$ cat config.mk
export PLATFORM = sky130hd
export DESIGN_NAME = blgs_control
export DESIGN_NICKNAME = d
export VERILOG_FILES = /design/src/hdl/blgs_pkg.sv /design/src/hdl/blgs_control.sv
export SDC_FILE = /design/constraint.sdc
export NUM_CORES = 1
export LEC_CHECK = 0
export ABC_AREA = 1
export BUFFER_PORTS_ARGS = -buffer_cell sky130_fd_sc_hd__buf_4
export CAP_MARGIN = 25
export CORE_AREA = 2 2 39 41
export CTS_CLUSTER_DIAMETER = 150
export CTS_CLUSTER_SIZE = 24
export DETAILED_ROUTE_END_ITERATION = 7
export DIE_AREA = 0 0 41 43
export SYNTH_ARGS = -nofsm -noshare
export SYNTH_HDL_FRONTEND = slang
export SYNTH_SLANG_ARGS = --single-unit
$ cat constraint.sdc
create_clock -name clk -period 1.2 [get_ports clk]
set_clock_uncertainty 0.1 [all_clocks]
set_input_delay 0.36 -clock clk [delete_from_list [all_inputs] [get_ports clk]]
set_output_delay 0.36 -clock clk [all_outputs]
set_load 0.005 [all_outputs]
$ cat src/hdl/blgs_pkg.sv
package blgs_pkg;

  localparam int MaxEdge     = 4096;
  localparam int MaxColumns  = 1024;
  localparam int CellLimit   = 65536;
  localparam int RowReach    = 1024;

  localparam logic [1:0] RegWidth  = 2'd0;
  localparam logic [1:0] RegHeight = 2'd1;
  localparam logic [1:0] RegCols   = 2'd2;
  localparam logic [1:0] RegRows   = 2'd3;

  typedef struct packed {
    logic load;
    logic finish;
  } blgs_cmd_t;

  typedef struct packed {
    logic div_busy;
    logic emit;
    logic bad;
  } blgs_sts_t;

endpackage

$ cat src/hdl/blgs_control.sv
module blgs_control (
  input  logic                clk,
  input  logic                rst,
  input  logic                in_valid,
  output logic                in_ready,
  input  logic                out_ready,
  output logic                out_valid,
  output blgs_pkg::blgs_cmd_t cmd,
  input  blgs_pkg::blgs_sts_t sts
);
  import blgs_pkg::*;

  typedef enum logic [1:0] {S_IDLE, S_WORK, S_STEP, S_HOLD} state_t;
  state_t state;

  assign in_ready = (state == S_IDLE) && !out_valid;
  always_comb begin
    cmd = '0;
    cmd.load   = in_valid && in_ready;
    cmd.finish = (state == S_STEP);
  end

  always_ff @(posedge clk) begin
    if (rst) begin
      state <= S_IDLE; out_valid <= 1'b0;
    end else begin
      if (sts.emit) out_valid <= 1'b1;
      else if (out_valid && out_ready) out_valid <= 1'b0;
      unique case (state)
        S_IDLE: if (cmd.load) state <= sts.bad ? S_HOLD : S_WORK;
        S_WORK: if (!sts.div_busy) state <= S_STEP;
        S_STEP: state <= S_HOLD;
        S_HOLD: state <= S_IDLE;
        default: state <= S_IDLE;
      endcase
    end
  end
endmodule

After elaboration in Yosys (flattened, before gate mapping)
Index checks and enable logic that the tools add are counted.

operators by class
  eq/ne operators = 5
  mux-type cells = 6
  reductions and logical operators = 7

operators by type and width
  cell                number
  $pmux 2 s4          1
  $mux 2              3
  $eq 2x2->1 const B  2
  $ne 2x2->1 const B  2
  $logic_and 1x1->1   3
  $eq 2x1->1 const B  1
  $logic_not 2->1     1
  $mux 1              2
  $reduce_and 2->1    1
  $reduce_bool 2->1   1
  $logic_not 1->1     1

word-level totals
  register bits = 3
  input bits = 7
  output and inout bits = 4
  word-level logic and storage cells = 20

Longest topological paths before layout
  depth in word-level cells = 5
  depth in mapped cells = 8
  gate-level depth less buffers = 8

Worst setup path after synthesis
No wires, ideal clock.

  path type = register to output
  from = register state[0]
  to = output port cmd[1] in the netlist's numbering
  data arrival time = 0.811 ns
  data required time = 0.740 ns
  setup slack = -0.071 ns
  cell stages (with the launch flop) = 5
  path buffers = 0
  cells stage by stage = dfxtp_1 inv_1 ha_1 inv_1 nor3_1

RTL lines
  what                    RTL line            source
  start, declared         blgs_control.sv:14  state_t state;
  start signal, assigned  blgs_control.sv:30  S_IDLE: if (cmd.load) state <= sts.bad ? S_HOLD : S_WORK;
  end, declared           blgs_control.sv:8   output blgs_pkg::blgs_cmd_t cmd,

==> flow_summary.toml <==
[critical_path]
crit_path_end_kind = "output pin"
required_ns = 0.74
timing.reg2reg.worst_path_depth = 10
timing.rr.end = "state[1]"
critPathMaxFanout = 3
critPathKind = "flip-flop to output pin"
rrSetupSlack_ns = -0.13
regToRegStartpoint = "state[1]"
arrival_ns = 1.01
critPathLaunchType = "flip-flop"

[drt]
vias = 264
wl_um = 607
antenna_left = 0
drc = 0
drtPass1Iterations = 2
wl_per_cell_um = 8.55
via_per_inst = 3.72
drt_iter0_markers = 2

[sta]
slew_viol_final = 0
worstMarginPinSlew_ns = 0.256
final-setup-viol-count = 5
min_period_ns = 1.47
fin_ws_ns = -0.273
period_share_pct = 123
hold_viol_final = 0
grt_setup_unrepaired = "true"
fin_hold_ws_ns = 0.180
max_freq_mhz = 679
max_slew_margin_pct = 82.9

[cts]
clockBufferDepth = 2
cts_root_buf = "clkbuf_4"
h-tree-depth = 1
clk_latency_ns = 0.23
path_clk_slew_ns = 0.04
clock_sink_count = 3
cts_tree = "done"
numCtsBuffers = 3

[floorplanning]
num_io_pins = 11
initial_utilization_pct = 15.9
die_h_um = 43
coreArea_um2 = 1380
rows = 14
dieWidth_um = 41
die-area_um2 = 1760

[status]
outcome = "complete, but fails checks"
violations = "negative setup slack"

[global_routing]
globalRouteOverflowTotal = 0
grt_first_pass_wirelength_um = 1020
grt_max_degree = 6
globalRouteTotalUtil_pct = 8.94
antenna_found_initial = 0
grt_pass1_vias = 263

[min_path]
whs_endpoint = "out_valid"
holdPathStages = 2
hp-start = "rst"
holdCritPathClass = "primary input to flip-flop"

[cells_and_area]
syn_to_final_growth_pct = 128
antenna_cells = 0
drive_gt1_share_pct = 76.4
final_nets = 67
final_cells = 71

[place]
routabilityCongestion = 0.668
portBuffers = 10
dp_cells = 63
dpl_worst_slack_ns = -0.0909
hpwl_um = 375

[synthesis]
synth.distinct_cells = 9
ys_seq_elements = 3
synth.avg_cell_area_um2 = 6.67
syn-num-nets = 44
synth.yosys.seq_area_share_pct = 27.3
synthCells = 33
yosys_warnings = 0
syn_area_um2 = 220

[job]
drv_cap = 0

[power]
power_leakage_nw = 0.249
p_per_area_nw_per_um2 = 2350
peakVddDrop_mv = 0.732
-- critical path: stages, from the launching register on --
cell,delay (ns)
dfxtp_2,0.32
inv_4,0.07
ha_4,0.13
inv_2,0.04
nor3_2,0.09
buf_4,0.13
-- metal layers --
metal  GRT usage (%)  share of wire, %  up-vias
met4            8.00                 0        0
met1            9.65                38      114
met3            3.14               4.0        0
met5               0                 0        -
met2            12.8                58        6
li1                -                 -      144
-- cells in the final DEF, fill, tap and decap left out, drive strengths merged --
cell type	netlist	final
a21oi	3	3
buf	0	18
clkbuf	0	4
dfxtp	3	3
ha	4	4
inv	8	8
nand2	4	4
nand3	2	2
nor2	7	7
nor3	1	1
o21ai	1	1
-- through the flow --
step / total power, mW / setup TNS [ns] / utilization (%) / area (um2)
after floorplan: 0.443 / 0 / - / 228
after global placement: 0.622 / -0.178 / 25.5 / 353
after detailed placement: 0.628 / -0.202 / 25.5 / 353
after CTS: 1.00 / -0.950 / 32.0 / 443
after global routing: 1.31 / -1.34 / 36.3 / 503
final: 1.18 / -1.02 / 36.3 / 503
-- cells in the mapped netlist --
master	number	area, um2
a21oi_1	3	15.0
dfxtp_1	3	60.1
ha_1	4	50.1
inv_1	8	30.0
nand2_1	4	15.0
nand3_1	2	10.0
nor2_1	7	26.3
nor3_1	1	5.00
o21ai_2	1	8.76
-- where the power goes --
part           internal [mW]  total, mW  switching [mW]
logic                  0.452      0.838           0.386
registers              0.140      0.168          0.0285
clock network          0.125      0.177          0.0524
total                  0.717       1.18           0.467
-- area by class of cell --
cell class	count	area, um2
tap	16	20.0
multi-input combinational	22	211
inverter	8	32.5
clock buffer	4	26.3
sequential	3	66.3
fill	154	881
timing repair buffer	18	146
-- cells by family after synthesis --
| family | share of synthesized area [%] |
|---|---|
| AO/OA/AOI/OAI | 10.8 |
| adder cells (fa/ha/maj) | 22.7 |
| buffers and inverters | 13.6 |
| flip-flops | 27.3 |
| AND/OR/NAND/NOR | 25.6 |
-- what timing repair did --
action                     CTS  global route
setup buffers                3             1
pin swaps                    6             6
setup endpoints to repair    5             6
hold buffers                 0             0
gates resized for setup     12            14
hold endpoints to repair     0             0
-- state kept, by name, indices dropped and copies added, names as in the netlist --
| register | count |
|---|---|
| out_valid | 1 |
| state | 2 |
-- how the worst max path moves through the flow --
stage	to	cells past startpoint	startpoint	slack (ns)
global placement	cmd[1]	5	state[0]	-0.09
floorplan	cmd[1]	4	state[0]	0.03
detailed placement	cmd[1]	5	state[0]	-0.09
finish	cmd[1]	5	state[0]	-0.27
global route	cmd[1]	5	state[0]	-0.33
CTS	cmd[1]	5	state[0]	-0.28
No activity file was read; power rests on OpenSTA's default activity.
